<file path="src/slip_pkg.sv">
// Shared types and constants for the SLIP frame decoder.
package slip_pkg;

  localparam int unsigned BYTE_W      = 8;
  localparam int unsigned CFG_INDEX_W = 3;

  typedef enum logic [CFG_INDEX_W-1:0] {
    CFG_MAX_LEN = 3'd0,
    CFG_END     = 3'd1,
    CFG_ESC     = 3'd2,
    CFG_ESC_END = 3'd3,
    CFG_ESC_ESC = 3'd4
  } cfg_idx_t;

  localparam logic [BYTE_W-1:0] MAX_LEN_RESET = 8'd255;
  localparam logic [BYTE_W-1:0] END_RESET     = 8'd192;
  localparam logic [BYTE_W-1:0] ESC_RESET     = 8'd219;
  localparam logic [BYTE_W-1:0] ESC_END_RESET = 8'd220;
  localparam logic [BYTE_W-1:0] ESC_ESC_RESET = 8'd221;

  typedef struct packed {
    logic [BYTE_W-1:0] max_frame_len;
    logic [BYTE_W-1:0] end_code;
    logic [BYTE_W-1:0] esc_code;
    logic [BYTE_W-1:0] esc_end_code;
    logic [BYTE_W-1:0] esc_esc_code;
  } cfg_t;

  typedef struct packed {
    logic              escape_pending;
    logic              held_valid;
    logic [BYTE_W-1:0] held_byte;
    logic [BYTE_W-1:0] stored_count;
  } state_t;

  typedef struct packed {
    logic [BYTE_W-1:0] data_byte;
    logic              frame_last;
    logic [BYTE_W-1:0] frame_length;
  } result_t;

endpackage

</file>
<file path="src/slip_frame_decoder_core.sv">
// Top level of the SLIP frame decoder: input register, decode state, result register.
//
// Usage:
//   Raw line bytes enter on rx_byte with in_valid/in_ready; decoded payload
//   bytes leave on data_byte/frame_last/frame_length with out_valid/out_ready.
//   The user writes registers via cfg_write/cfg_index/cfg_data only while idle, and
//   the block does not enforce it. Each decoded byte is held until the next stored
//   byte or the END delimiter releases it, so a byte's request appears only after
//   its successor arrives; the last byte of a frame carries frame_last and the frame length.
//   Decode: a taken byte waits in the input register until the result register
//   can take its output, and any result it releases is offered from then on.
//   Throughput: one byte per cycle while no result stalls on out_ready, set by
//   the combinational decode between the input register and the result register.
//   Reset: clears both registers, the escape and held-byte state and the
//   count, and loads the register defaults (END 0xC0, ESC 0xDB, ESC_END 0xDC,
//   ESC_ESC 0xDD, max length 255).
//   Stall: while a result waits on out_ready, one more byte is taken into the
//   input register; then in_ready drops until the result is taken.
module slip_frame_decoder_core (
  input  logic                             clk,
  input  logic                             rst,
  input  logic                             in_valid,
  output logic                             in_ready,
  input  logic [slip_pkg::BYTE_W-1:0]      rx_byte,
  output logic                             out_valid,
  input  logic                             out_ready,
  output logic [slip_pkg::BYTE_W-1:0]      data_byte,
  output logic                             frame_last,
  output logic [slip_pkg::BYTE_W-1:0]      frame_length,
  input  logic                             cfg_write,
  input  logic [slip_pkg::CFG_INDEX_W-1:0] cfg_index,
  input  logic [slip_pkg::BYTE_W-1:0]      cfg_data
);
  import slip_pkg::*;

  cfg_t              cfg;
  state_t            state;
  state_t            state_next;
  result_t           step_result;
  result_t           result;
  logic              step_emit;
  logic              in_full;
  logic [BYTE_W-1:0] in_byte;
  logic              advance;

  slip_cfg_regs u_cfg (
    .clk       (clk),
    .rst       (rst),
    .cfg_write (cfg_write),
    .cfg_index (cfg_index),
    .cfg_data  (cfg_data),
    .cfg       (cfg)
  );

  slip_step u_step (
    .cfg        (cfg),
    .state      (state),
    .rx_byte    (in_byte),
    .state_next (state_next),
    .emit       (step_emit),
    .result     (step_result)
  );

  // Decode the buffered byte once the result register can take its output.
  assign advance  = in_full && (!out_valid || out_ready);
  assign in_ready = !in_full || advance;

  always_ff @(posedge clk) begin
    if (rst) begin
      in_full <= 1'b0;
    end else if (in_ready) begin
      in_full <= in_valid;
    end
  end

  always_ff @(posedge clk) begin
    if (in_valid && in_ready) begin
      in_byte <= rx_byte;
    end
  end

  always_ff @(posedge clk) begin
    if (rst) begin
      state <= '0;
    end else if (advance) begin
      state <= state_next;
    end
  end

  always_ff @(posedge clk) begin
    if (rst) begin
      out_valid <= 1'b0;
    end else if (advance) begin
      out_valid <= step_emit;
    end else if (out_ready) begin
      out_valid <= 1'b0;
    end
  end

  always_ff @(posedge clk) begin
    if (advance && step_emit) begin
      result <= step_result;
    end
  end

  assign data_byte    = result.data_byte;
  assign frame_last   = result.frame_last;
  assign frame_length = result.frame_length;

endmodule

</file>
<file path="src/slip_cfg_regs.sv">
// Configuration register file for the SLIP frame decoder.
module slip_cfg_regs (
  input  logic                             clk,
  input  logic                             rst,
  input  logic                             cfg_write,
  input  logic [slip_pkg::CFG_INDEX_W-1:0] cfg_index,
  input  logic [slip_pkg::BYTE_W-1:0]      cfg_data,
  output slip_pkg::cfg_t                   cfg
);
  import slip_pkg::*;

  always_ff @(posedge clk) begin
    if (rst) begin
      cfg.max_frame_len <= MAX_LEN_RESET;
      cfg.end_code      <= END_RESET;
      cfg.esc_code      <= ESC_RESET;
      cfg.esc_end_code  <= ESC_END_RESET;
      cfg.esc_esc_code  <= ESC_ESC_RESET;
    end else if (cfg_write) begin
      case (cfg_index)
        CFG_MAX_LEN: cfg.max_frame_len <= cfg_data;
        CFG_END:     cfg.end_code      <= cfg_data;
        CFG_ESC:     cfg.esc_code      <= cfg_data;
        CFG_ESC_END: cfg.esc_end_code  <= cfg_data;
        CFG_ESC_ESC: cfg.esc_esc_code  <= cfg_data;
        default: ;
      endcase
    end
  end

endmodule

</file>
<file path="src/slip_step.sv">
// Per-byte decode logic: escape handling, length limit and held-byte release.
module slip_step (
  input  slip_pkg::cfg_t              cfg,
  input  slip_pkg::state_t            state,
  input  logic [slip_pkg::BYTE_W-1:0] rx_byte,
  output slip_pkg::state_t            state_next,
  output logic                        emit,
  output slip_pkg::result_t           result
);
  import slip_pkg::*;

  logic [BYTE_W-1:0] decoded;
  logic              do_store;
  logic              room;

  // Undo an escape; any other byte after ESC passes through as is.
  always_comb begin
    if (rx_byte == cfg.esc_end_code) begin
      decoded = cfg.end_code;
    end else if (rx_byte == cfg.esc_esc_code) begin
      decoded = cfg.esc_code;
    end else begin
      decoded = rx_byte;
    end
  end

  assign room = (state.stored_count < cfg.max_frame_len);

  always_comb begin
    state_next = state;
    emit       = 1'b0;
    do_store   = 1'b0;
    result     = '{data_byte: state.held_byte, frame_last: 1'b0, frame_length: '0};

    if (state.escape_pending) begin
      state_next.escape_pending = 1'b0;
      do_store = 1'b1;
    end else if (rx_byte == cfg.end_code) begin
      // Close the frame; an empty frame gives nothing.
      if (state.stored_count != '0 && state.held_valid) begin
        emit                = 1'b1;
        result.frame_last   = 1'b1;
        result.frame_length = state.stored_count;
      end
      state_next.held_valid   = 1'b0;
      state_next.stored_count = '0;
    end else if (rx_byte == cfg.esc_code) begin
      state_next.escape_pending = 1'b1;
    end else begin
      do_store = 1'b1;
    end

    // Store the byte and release the previous one; drop it past the limit.
    if (do_store && room) begin
      emit                    = state.held_valid;
      state_next.stored_count = state.stored_count + BYTE_W'(1);
      state_next.held_valid   = 1'b1;
      state_next.held_byte    = state.escape_pending ? decoded : rx_byte;
    end
  end

endmodule

</file>
<file path="config.mk">
export PLATFORM = sky130hd
export DESIGN_NAME = slip_frame_decoder_core
export DESIGN_NICKNAME = d
export VERILOG_FILES = /design/src/slip_pkg.sv /design/src/slip_frame_decoder_core.sv /design/src/slip_cfg_regs.sv /design/src/slip_step.sv
export SDC_FILE = /design/constraint.sdc
export NUM_CORES = 1
export LEC_CHECK = 0
export ABC_CLOCK_PERIOD_IN_PS = 5100
export BUFFER_PORTS_ARGS = -buffer_cell sky130_fd_sc_hd__buf_2
export CAP_MARGIN = 15
export CORE_MARGIN = 3
export CORE_UTILIZATION = 55
export CTS_BUF_LIST = sky130_fd_sc_hd__clkbuf_4 sky130_fd_sc_hd__clkbuf_8
export DETAILED_ROUTE_END_ITERATION = 10
export GPL_ROUTABILITY_DRIVEN = 0
export GPL_TIMING_DRIVEN = 0
export HOLD_SLACK_MARGIN = 0.15
export PLACE_DENSITY = 0.75
export SYNTH_ARGS = -nofsm -noshare
export SYNTH_HDL_FRONTEND = slang
export SYNTH_SLANG_ARGS = --single-unit
</file>
<file path="constraint.sdc">
create_clock -name clk -period 5.1 [get_ports clk]
set_clock_uncertainty 0.15 [all_clocks]
set_input_delay 0.765 -clock clk [delete_from_list [all_inputs] [get_ports clk]]
set_output_delay 0.765 -clock clk [all_outputs]
set_load 0.1 [all_outputs]
</file>
==> qor.yml, run 1 <==
fillers: 604
yosysMostFrequentCell: "dfxtp_1"
drv_slew: 0
synth_area_leaders: "dfxtp_1 (30%), edfxtp_1 (18%), xor2_1 (5.2%)"
drtAntennaViolNets: 0
clock-sinks: 85
ys_seq_elements: 85
clk_path_buf_depth: 2
drtIter0Drc: 212
synth_nets: 433
endpoint_kind: "flop"
yosysWarnings: 0
synthFlopType: "dfxtp_1"
slew-limit-headroom_pct: 33.3
root_buffer: "clkbuf_8"
async_flop_share_pct: 0
die_x_um: 91.9
worst_pin_slew_ns: 0.990
post_cts_buffers: 0
period_share_pct: 56.7
antenna_found_initial: 0
clock_latency_ns: 0.35
via_count: 3065
cts_tree: "done"
avgViaCountPerCell: 5.52
pwr-share-seq_pct: 56.5
ys_types: 43
cp.required_ns: 5.01
ioPinCount: 43
drive_gt1_share_pct: 20.9
initial_core_util_pct: 58.1
drt-total-wl_um: 8720
worstPathArrival_ns: 2.81
drc_errors: 0
finalSetupViolations: 0
synth_top_cell_by_area: "dfxtp_1"
dp_worst_setup_slack_ns: 2.24
dpl.hpwl_um: 6420
fmax_ghz: 0.346
grt_max_degree: 15
critPathLaunchType: "flop"
grt_overflow: 0
p_int_w: 0.000956
pwr-share-clk_pct: 32.8
netlist_instances: 400
grtUsageTotal_pct: 21.4
regArea_um2: 1950
synth-edff-count: 25
path_clk_slew_ns: 0.09
dr.pass1.iters: 5
switchingPower_w: 0.000335
die_area_um2: 8450
r2r_setup_slack_ns: 2.21
pwr-share-comb_pct: 10.7
htreeDepth: 3
grt_pass1_wl_um: 14100
cp_max_fo: 10
min_period_ns: 2.89
synth_top_area_share_pct: 29.6
die_h_um: 91.9
critPathKind: "flop to flop"
yosys-top-cells-count: "dfxtp_1 (60), nand2_1 (47), edfxtp_1 (25), nor2_1 (25), xor2_1 (24)"
drt-wirelength-per-cell_um: 15.7
cts.repair.resized: 0
cts_inserted_buffers: 9
hold_class: "flop to flop"
netlist_area_um2: 4060
switching_share_pct: 25.9
syn2layout_area_growth_pct: 12.9
multi_input_area_um2: 1880
syn_avg_cell_area_um2: 10.1
power_density_nw_per_um2: 282
yosysSeqAreaShare_pct: 48.1
finalWorstSetupSlack_ns: 2.21
coreArea_um2: 6980
cap_violations: 0
finalSetupTns_ns: 0
io_buffers: 42
fin_nets: 487
row_count: 30
status: "completed"
rsz0062_at_grt: "false"
antennaDiodeCount: 0
grt_pass1_vias: 2816
vdd_ir_drop_max_v: 0.000146
ctsHoldBuffers: 0
p_leak_nw: 1.80
hold_violations: 0
[final timing paths]
check / startpoint / cells past startpoint / end
hold reg to reg: state[12] / 0 / data_byte[4]
hold / removal: state[12] / 0 / data_byte[4]
setup reg to reg: in_byte[4] / 7 / data_byte[2]
setup / recovery: in_byte[4] / 7 / data_byte[2]
[area by class of cell]
class,count,area share (%)
tap,96,2.62
inverter,14,1.15
multi-input combinational,273,41.1
clock inverter,5,0.792
buffer,28,3.88
clock buffer,11,3.03
timing repair buffer,43,4.83
sequential,85,42.6
[power groups by stage]
stage	Clock, W	Sequential [W]	Combinational (W)
6_report	0.000424	0.000730	0.000138
5_1_grt	0.000459	0.000732	0.000150
4_1_cts	0.000430	0.000729	0.000138
3_5_place_dp	0	0.000745	0.000137
3_3_place_gp	0	0.000745	0.000134
2_1_floorplan	0	0.000758	0.0000834
[routing by layer]
metal	vias up	wire, um	track usage [%]
met1	1431	4170	30.3
met3	11	551	3.45
met2	91	3910	32.6
met5	-	0	0
met4	0	83	9.03
li1	1532	-	-
[sequential cells by signal, summed over array words and instances (netlist names)]
| signal | count |
|---|---|
| data_byte | 8 |
| frame_last | 1 |
| frame_length | 8 |
| in_byte | 8 |
| in_full | 1 |
| out_valid | 1 |
| state | 18 |
| u_cfg.cfg | 40 |
[per-stage QoR]
stage	total power [W]	cells	util (%)	hold WS, ns	area, um^2
6_report	0.00129	555	65.6	0.287	4580
5_1_grt	0.00134	555	65.6	0.298	4580
4_1_cts	0.00130	555	65.6	0.288	4580
3_5_place_dp	0.000882	539	63.1	0.267	4410
3_3_place_gp	0.000879	538	62.9	0.268	4390
2_1_floorplan	0.000842	400	-	0.259	4060
[cell usage in the layout (no fill, tap or decap), drive strengths merged, types with 2 or more instances in the layout]
cell type,n
mux2i,8
or4b,2
clkinvlp,3
nand4,6
a22o,8
clkbuf,21
and2,5
xnor2,8
nand2b,3
o211ai,3
nand3,9
xor2,24
inv,15
a211o,15
ha,9
o21ai,5
nand3b,13
edfxtp,25
nand2,47
a211oi,12
o41ai,2
buf,61
nor2b,12
nor4,13
and3,4
dfxtp,60
a22oi,8
o221ai,3
a21oi,22
nor3,3
nor2,26
[critical path, cell delays in order, from the launching register on]
cell      delay (ns)
edfxtp_1        0.37
buf_2           0.18
xor2_1          0.15
nor4_1          0.31
nand2_1         0.13
buf_2           0.20
o41ai_2         0.87
buf_6           0.24
[logic make-up (layout without fill, tap and decap cells)]
family	Yosys count	after routing	share of synthesized area, %
AND/OR/NAND/NOR	145	145	18.8
flip-flops	85	85	48.1
AO/OA/AOI/OAI	79	79	15.8
buffers and inverters	42	101	5.67
XOR/XNOR	32	32	6.91
adder cells (fa/ha/maj)	9	9	2.77
multiplexers	8	8	1.97
Power figures use the tool's default switching activity.
==> run 2: changes to the inputs <==
- ABC_CLOCK_PERIOD_IN_PS: 5100 -> 2500
- PLACE_DENSITY: 0.75 -> 0.78
- clock period: 5.1 -> 2.5 ns (I/O delays scaled with it)
==> run 2 against run 1 <==
Wire length rose by 4.8%. Core utilization grew 3.5 points. Maximum frequency up 22%. Critical path depth up 3. Sequential power is 100% higher. Combinational power is 130% higher. Non-clock buffer count is 20 higher. Register-to-register slack worse by 2.1 ns. Final cell count is 3.6% higher. Sequential cell count did not move. Critical path type unchanged. Critical endpoint is now frame_length[7].
==> qor.yml, run 2 (synthesis gave the netlist of run 1 again) <==
slew-limit-headroom_pct: 56.5  # +23 points
r2r_setup_slack_ns: 0.13  # -2.08 ns
finalWorstSetupSlack_ns: 0.130  # -2.08 ns
grtUsageTotal_pct: 22.6  # +1.2 points
switchingPower_w: 0.000718  # +110%
ioPinCount: 43  # unchanged
cts_tree: "done"
p_int_w: 0.00198  # +110%
cp_max_fo: 10  # unchanged
grt_pass1_vias: 2977  # +5.7%
die_area_um2: 8450  # unchanged
final_common_cell: "dfxtp_1"
cp.required_ns: 2.47  # -2.54 ns
row_count: 30  # unchanged
drv_slew: 0  # unchanged
grt_overflow: 0  # unchanged
worst_hold_path.num_cells: 2  # +2
top_register: "u_cfg.cfg"
clock_latency_ns: 0.36  # about the same
pwr-share-seq_pct: 55.2  # -1.3 points
die_h_um: 91.9  # unchanged
antennaDiodeCount: 0  # unchanged
critPathLaunchType: "flop"
r2r.worst_path.cells: 10  # +3
endpoint_kind: "flop"
dr.pass1.iters: 5  # unchanged
syn2layout_area_growth_pct: 19.0
coreArea_um2: 6980  # unchanged
status: "completed"
hold_end: "u_cfg.cfg[20]"
fin_nets: 507  # +4.1%
via_count: 3238  # +5.6%
clk_path_buf_depth: 2  # unchanged
worstPathArrival_ns: 2.34  # -0.47 ns
top_regs: "u_cfg.cfg x40, state x18"
drtAntennaViolNets: 0  # unchanged
cap_violations: 0  # unchanged
rsz0062_at_grt: "false"
final_area_um2: 4830  # +5.4%
dp_worst_setup_slack_ns: -0.238  # -2.48 ns
rr_endpoint: "frame_length[7]"
drc_errors: 0  # unchanged
total_power_w: 0.00270  # +110%
fmax_ghz: 0.422  # +22%
pwr-share-clk_pct: 33.3  # +0.5 points
initial_core_util_pct: 58.1  # unchanged
critPathKind: "flop to flop"
pwr-share-comb_pct: 11.5  # +0.8 points
grt_pass1_wl_um: 15000  # +6.3%
htreeDepth: 3  # unchanged
drive_gt1_share_pct: 23.2  # +2.3 points
finalSetupViolations: 0  # unchanged
clock-sinks: 85  # unchanged
avgViaCountPerCell: 5.63  # +2.0%
hold_violations: 0  # unchanged
grt_max_degree: 16  # +1
vdd_ir_drop_max_v: 0.000383  # +160%
path_clk_slew_ns: 0.09  # about the same
die_x_um: 91.9  # unchanged
root_buffer: "clkbuf_8"
hold_class: "input pin to flop"
cts_inserted_buffers: 9  # unchanged
switching_share_pct: 26.6  # +0.65 points
final_cell_mix: "dfxtp_1 (58), buf_2 (50), nand2_1 (47)"
drt-wirelength-per-cell_um: 15.9  # +1.2%
p_leak_nw: 1.93  # +7.0%
dpl_cell_area_um2: 4410  # about the same
reg2reg_from: "in_byte[3]"
io_buffers: 42  # unchanged
worstHoldStart: "cfg_data[4]"
dpl.hpwl_um: 6590  # +2.6%
period_share_pct: 94.8  # +38 points
drtIter0Drc: 186  # -12%
largest_reg_flops: 40  # unchanged
power_density_nw_per_um2: 559  # +98%
drt-total-wl_um: 9140  # +4.8%
min_period_ns: 2.37  # -0.524 ns
worst_pin_slew_ns: 0.653  # -0.337 ns
antenna_found_initial: 0  # unchanged
[run 2: changes by cell type in the layout (fill, tap and decap cells not counted), moves of 2 or more]
cell           before  now
buf_4               0    9
dfxtp_1            60   58
clkbuf_4            2    0
clkinvlp_4          3    0
clkinv_4            0    3
dlygate4sd3_1       0   11
buf_2              52   50
buf_6               9   11
[run 2: worst max-delay path by stage]
stage                           from               to
after CTS                   state[2]  frame_length[7]
after global routing      in_byte[3]  frame_length[7]
after floorplan           in_byte[4]     data_byte[0]
final                     in_byte[3]  frame_length[7]
after global placement    in_byte[5]     data_byte[2]
after detailed placement  in_byte[1]     data_byte[0]
[run 2: cell type report]
cell class	instances	area, um^2
Clock inverter	6	47.5
Sequential cell	85	1960
Fill cell	537	2150
Timing Repair Buffer	63	403
Buffer	28	186
Tap cell	96	120
Multi-Input combinational cell	273	1920
Clock buffer	10	138
Inverter	14	52.6
[run 2: through the flow]
step                hold slack, ns  util (%)  instances  TNS [ns]
finish                       0.164      69.2        575         0
global route                 0.171      69.2        575         0
CTS                          0.158      67.8        569         0
detailed placement           0.268      63.2        538     -4.05
global placement             0.268      63.2        538     -3.54
floorplan                    0.259         -        400         0
[run 2: critical path: stages, from the launching register on]
cell	delay, ns
edfxtp_1	0.38
buf_6	0.15
xor2_1	0.14
nor4_1	0.30
nand2_1	0.13
a21o_1	0.22
buf_6	0.14
buf_6	0.14
nand3_2	0.10
o41ai_4	0.09
buf_6	0.17
[run 2: power groups by stage]
stage | sequential [W] | combinational (W) | clock, W
2_1_floorplan | 0.00155 | 0.000172 | 0
4_1_cts | 0.00149 | 0.000298 | 0.000918
5_1_grt | 0.00149 | 0.000338 | 0.000978
6_report | 0.00149 | 0.000311 | 0.000899
3_3_place_gp | 0.00152 | 0.000273 | 0
3_5_place_dp | 0.00152 | 0.000280 | 0
[run 2: repair_timing]
| action | CTS | global route |
|---|---|---|
| pin swaps | 3 | 8 |
| setup buffers | 4 | 6 |
| setup endpoints to repair | 17 | 22 |
| resized for setup | 1 | 12 |
| hold buffers | 11 | 0 |
| hold endpoints to repair | 14 | 0 |
[run 2: per-layer routing]
layer | wire length [um] | GRT usage [%]
met1 | 4320 | 31.3
met5 | 0 | 0
met3 | 530 | 5.74
met2 | 4090 | 34.1
met4 | 197 | 8.54
==> run 3: changes to the inputs <==
- RECOVER_POWER: not set -> 100
==> run 3 against run 2 <==
Core utilization fell by 0.88 points. Die area did not move. First-iteration DRC count rose by 6.5%. Final cell count did not move. Critical endpoint unchanged. Worst hold slack improved by 0.0028 ns. Sequential cell count did not move. Power fell by 0.26%. Critical path depth did not move. Largest power group unchanged. Critical path type unchanged. Global-route usage did not move.
==> qor.yml, run 3 (synthesis gave the netlist of run 1 again) <==
drv_slew: 0  # unchanged
finalSetupViolations: 0  # unchanged
grt_overflow: 0  # unchanged
fin_nets: 507  # unchanged
cp_max_fo: 10  # unchanged
dr.pass1.iters: 7  # +2
die_area_um2: 8450  # unchanged
critPathLaunch: "in_byte[3]"
critPathKind: "flop to flop"
met1_usage_pct: 31.3  # unchanged
via_count: 3247  # +0.28%
fillers: 547  # +1.9%
die_x_um: 91.9  # unchanged
grtUsageTotal_pct: 22.6  # unchanged
final_area_um2: 4770  # -1.3%
critPathLaunchType: "flop"
largest_reg_flops: 40  # unchanged
met3_usage_pct: 5.74  # unchanged
clk_path_buf_depth: 2  # unchanged
dpl.hpwl_um: 6590  # unchanged
root_buffer: "clkbuf_8"
power_density_nw_per_um2: 565  # +1.0%
finalSetupTns_ns: 0  # unchanged
switchingPower_w: 0.000717  # -0.12%
grt_pass1_wl_um: 15000  # unchanged
holdWs_ns: 0.167  # +0.00280 ns
antennaDiodeCount: 0  # unchanged
dpl_cell_area_um2: 4410  # unchanged
drive_gt1_share_pct: 17.5  # -5.6 points
rsz0062_at_grt: "false"
pwr-share-seq_pct: 55.3  # about the same
final_common_cell: "dfxtp_1"
drc_errors: 0  # unchanged
worstPathArrival_ns: 2.34  # about the same
drtIter0Drc: 198  # +6.5%
drt-wirelength-per-cell_um: 15.9  # +0.33%
p_leak_nw: 1.84  # -4.5%
path_clk_slew_ns: 0.09  # about the same
reg2reg_from: "in_byte[3]"
period_share_pct: 94.5  # -0.26 points
die_h_um: 91.9  # unchanged
cp.required_ns: 2.47  # about the same
r2r.worst_path.cells: 10  # unchanged
ioPinCount: 43  # unchanged
r2r_setup_slack_ns: 0.14  # about the same
coreArea_um2: 6980  # unchanged
switching_share_pct: 26.6  # +0.038 points
syn2layout_area_growth_pct: 17.4
io_buffers: 42  # unchanged
min_period_ns: 2.36  # -0.00657 ns
endpoint_kind: "flop"
final_cell_mix: "dfxtp_1 (58), nand2_1 (47), clkbuf_1 (34)"
grt_pass1_vias: 2977  # unchanged
vdd_ir_drop_max_v: 0.000382  # -0.16%
worst_pin_slew_ns: 1.17  # +0.519 ns
slew-limit-headroom_pct: 22.2  # -34 points
cts_tree: "done"
fmax_ghz: 0.423  # +0.28%
antenna_found_initial: 0  # unchanged
status: "completed"
avgViaCountPerCell: 5.65  # +0.28%
critical_path.endpoint: "frame_length[7]"
cts_inserted_buffers: 9  # unchanged
p_int_w: 0.00198  # -0.31%
grt_use_met2_pct: 34.1  # unchanged
pwr-share-comb_pct: 11.2  # -0.3 points
gr-max-usage-layer: "met2"
hold_violations: 0  # unchanged
drtAntennaViolNets: 0  # unchanged
pwr-share-clk_pct: 33.4  # about the same
total_power_w: 0.00269  # -0.26%
grt_max_degree: 16  # unchanged
cap_violations: 0  # unchanged
initial_core_util_pct: 58.1  # unchanged
top_regs: "u_cfg.cfg x40, state x18"
clock-sinks: 85  # unchanged
drt-total-wl_um: 9170  # +0.33%
rr_endpoint: "frame_length[7]"
clock_latency_ns: 0.36  # about the same
hold_class: "input pin to flop"
row_count: 30  # unchanged
htreeDepth: 3  # unchanged
top_register: "u_cfg.cfg"
-- run 3: worst min path at each step --
stage / from / endpoint / cells past startpoint
after CTS: cfg_data[1] / u_cfg.cfg[9] / 3
after floorplan: state[8] / data_byte[0] / 0
after detailed placement: state[14] / data_byte[6] / 0
after global placement: state[13] / data_byte[5] / 0
final: cfg_data[4] / u_cfg.cfg[20] / 2
after global routing: cfg_data[0] / u_cfg.cfg[0] / 3
-- run 3: layout make-up --
type	count	area [um^2]	area share, %
Buffer	28	178	3.73
Clock buffer	10	138	2.89
Clock inverter	6	47.5	0.997
Inverter	14	52.6	1.10
Multi-Input combinational cell	273	1900	39.8
Sequential cell	85	1960	41.0
Tap cell	96	120	2.52
Timing Repair Buffer	63	375	7.87
-- run 3: metrics by stage --
| step | util, % | setup WS (ns) | instances |
|---|---|---|---|
| 2_1_floorplan | - | 0.0412 | 400 |
| 3_3_place_gp | 63.2 | -0.209 | 538 |
| 3_5_place_dp | 63.2 | -0.238 | 538 |
| 4_1_cts | 67.8 | 0.00000822 | 569 |
| 5_1_grt | 68.3 | 0.00907 | 575 |
| 6_report | 68.3 | 0.137 | 575 |
-- run 3: routing by layer --
metal	vias to the layer above	wire, um
li1	1577	-
met1	1533	4210
met2	116	4130
met3	21	630
met4	0	189
met5	-	0
-- run 3: power groups by stage --
| stage | logic [W] | registers, W | clock network (W) |
|---|---|---|---|
| after floorplan | 0.000172 | 0.00155 | 0 |
| after global placement | 0.000273 | 0.00152 | 0 |
| after global routing | 0.000330 | 0.00149 | 0.000978 |
| final | 0.000303 | 0.00149 | 0.000900 |
| after detailed placement | 0.000280 | 0.00152 | 0 |
| after CTS | 0.000298 | 0.00149 | 0.000918 |
-- run 3: critical path: stages, from the launching register on --
cell and delay [ns]:
edfxtp_1 0.39, buf_6 0.15, xor2_1 0.14, nor4_1 0.31, nand2_1 0.13, a21o_1 0.22, buf_6 0.14, buf_6 0.14
nand3_2 0.10, o41ai_4 0.09, buf_6 0.17
-- run 3: what timing repair did --
item / 4_1_cts / 5_1_grt
pin swaps: 3 / 8
gates resized for setup: 1 / 12
hold buffers: 11 / 0
endpoints found under the hold margin: 14 / 0
setup buffers: 4 / 6
endpoints found under the setup margin: 17 / 22
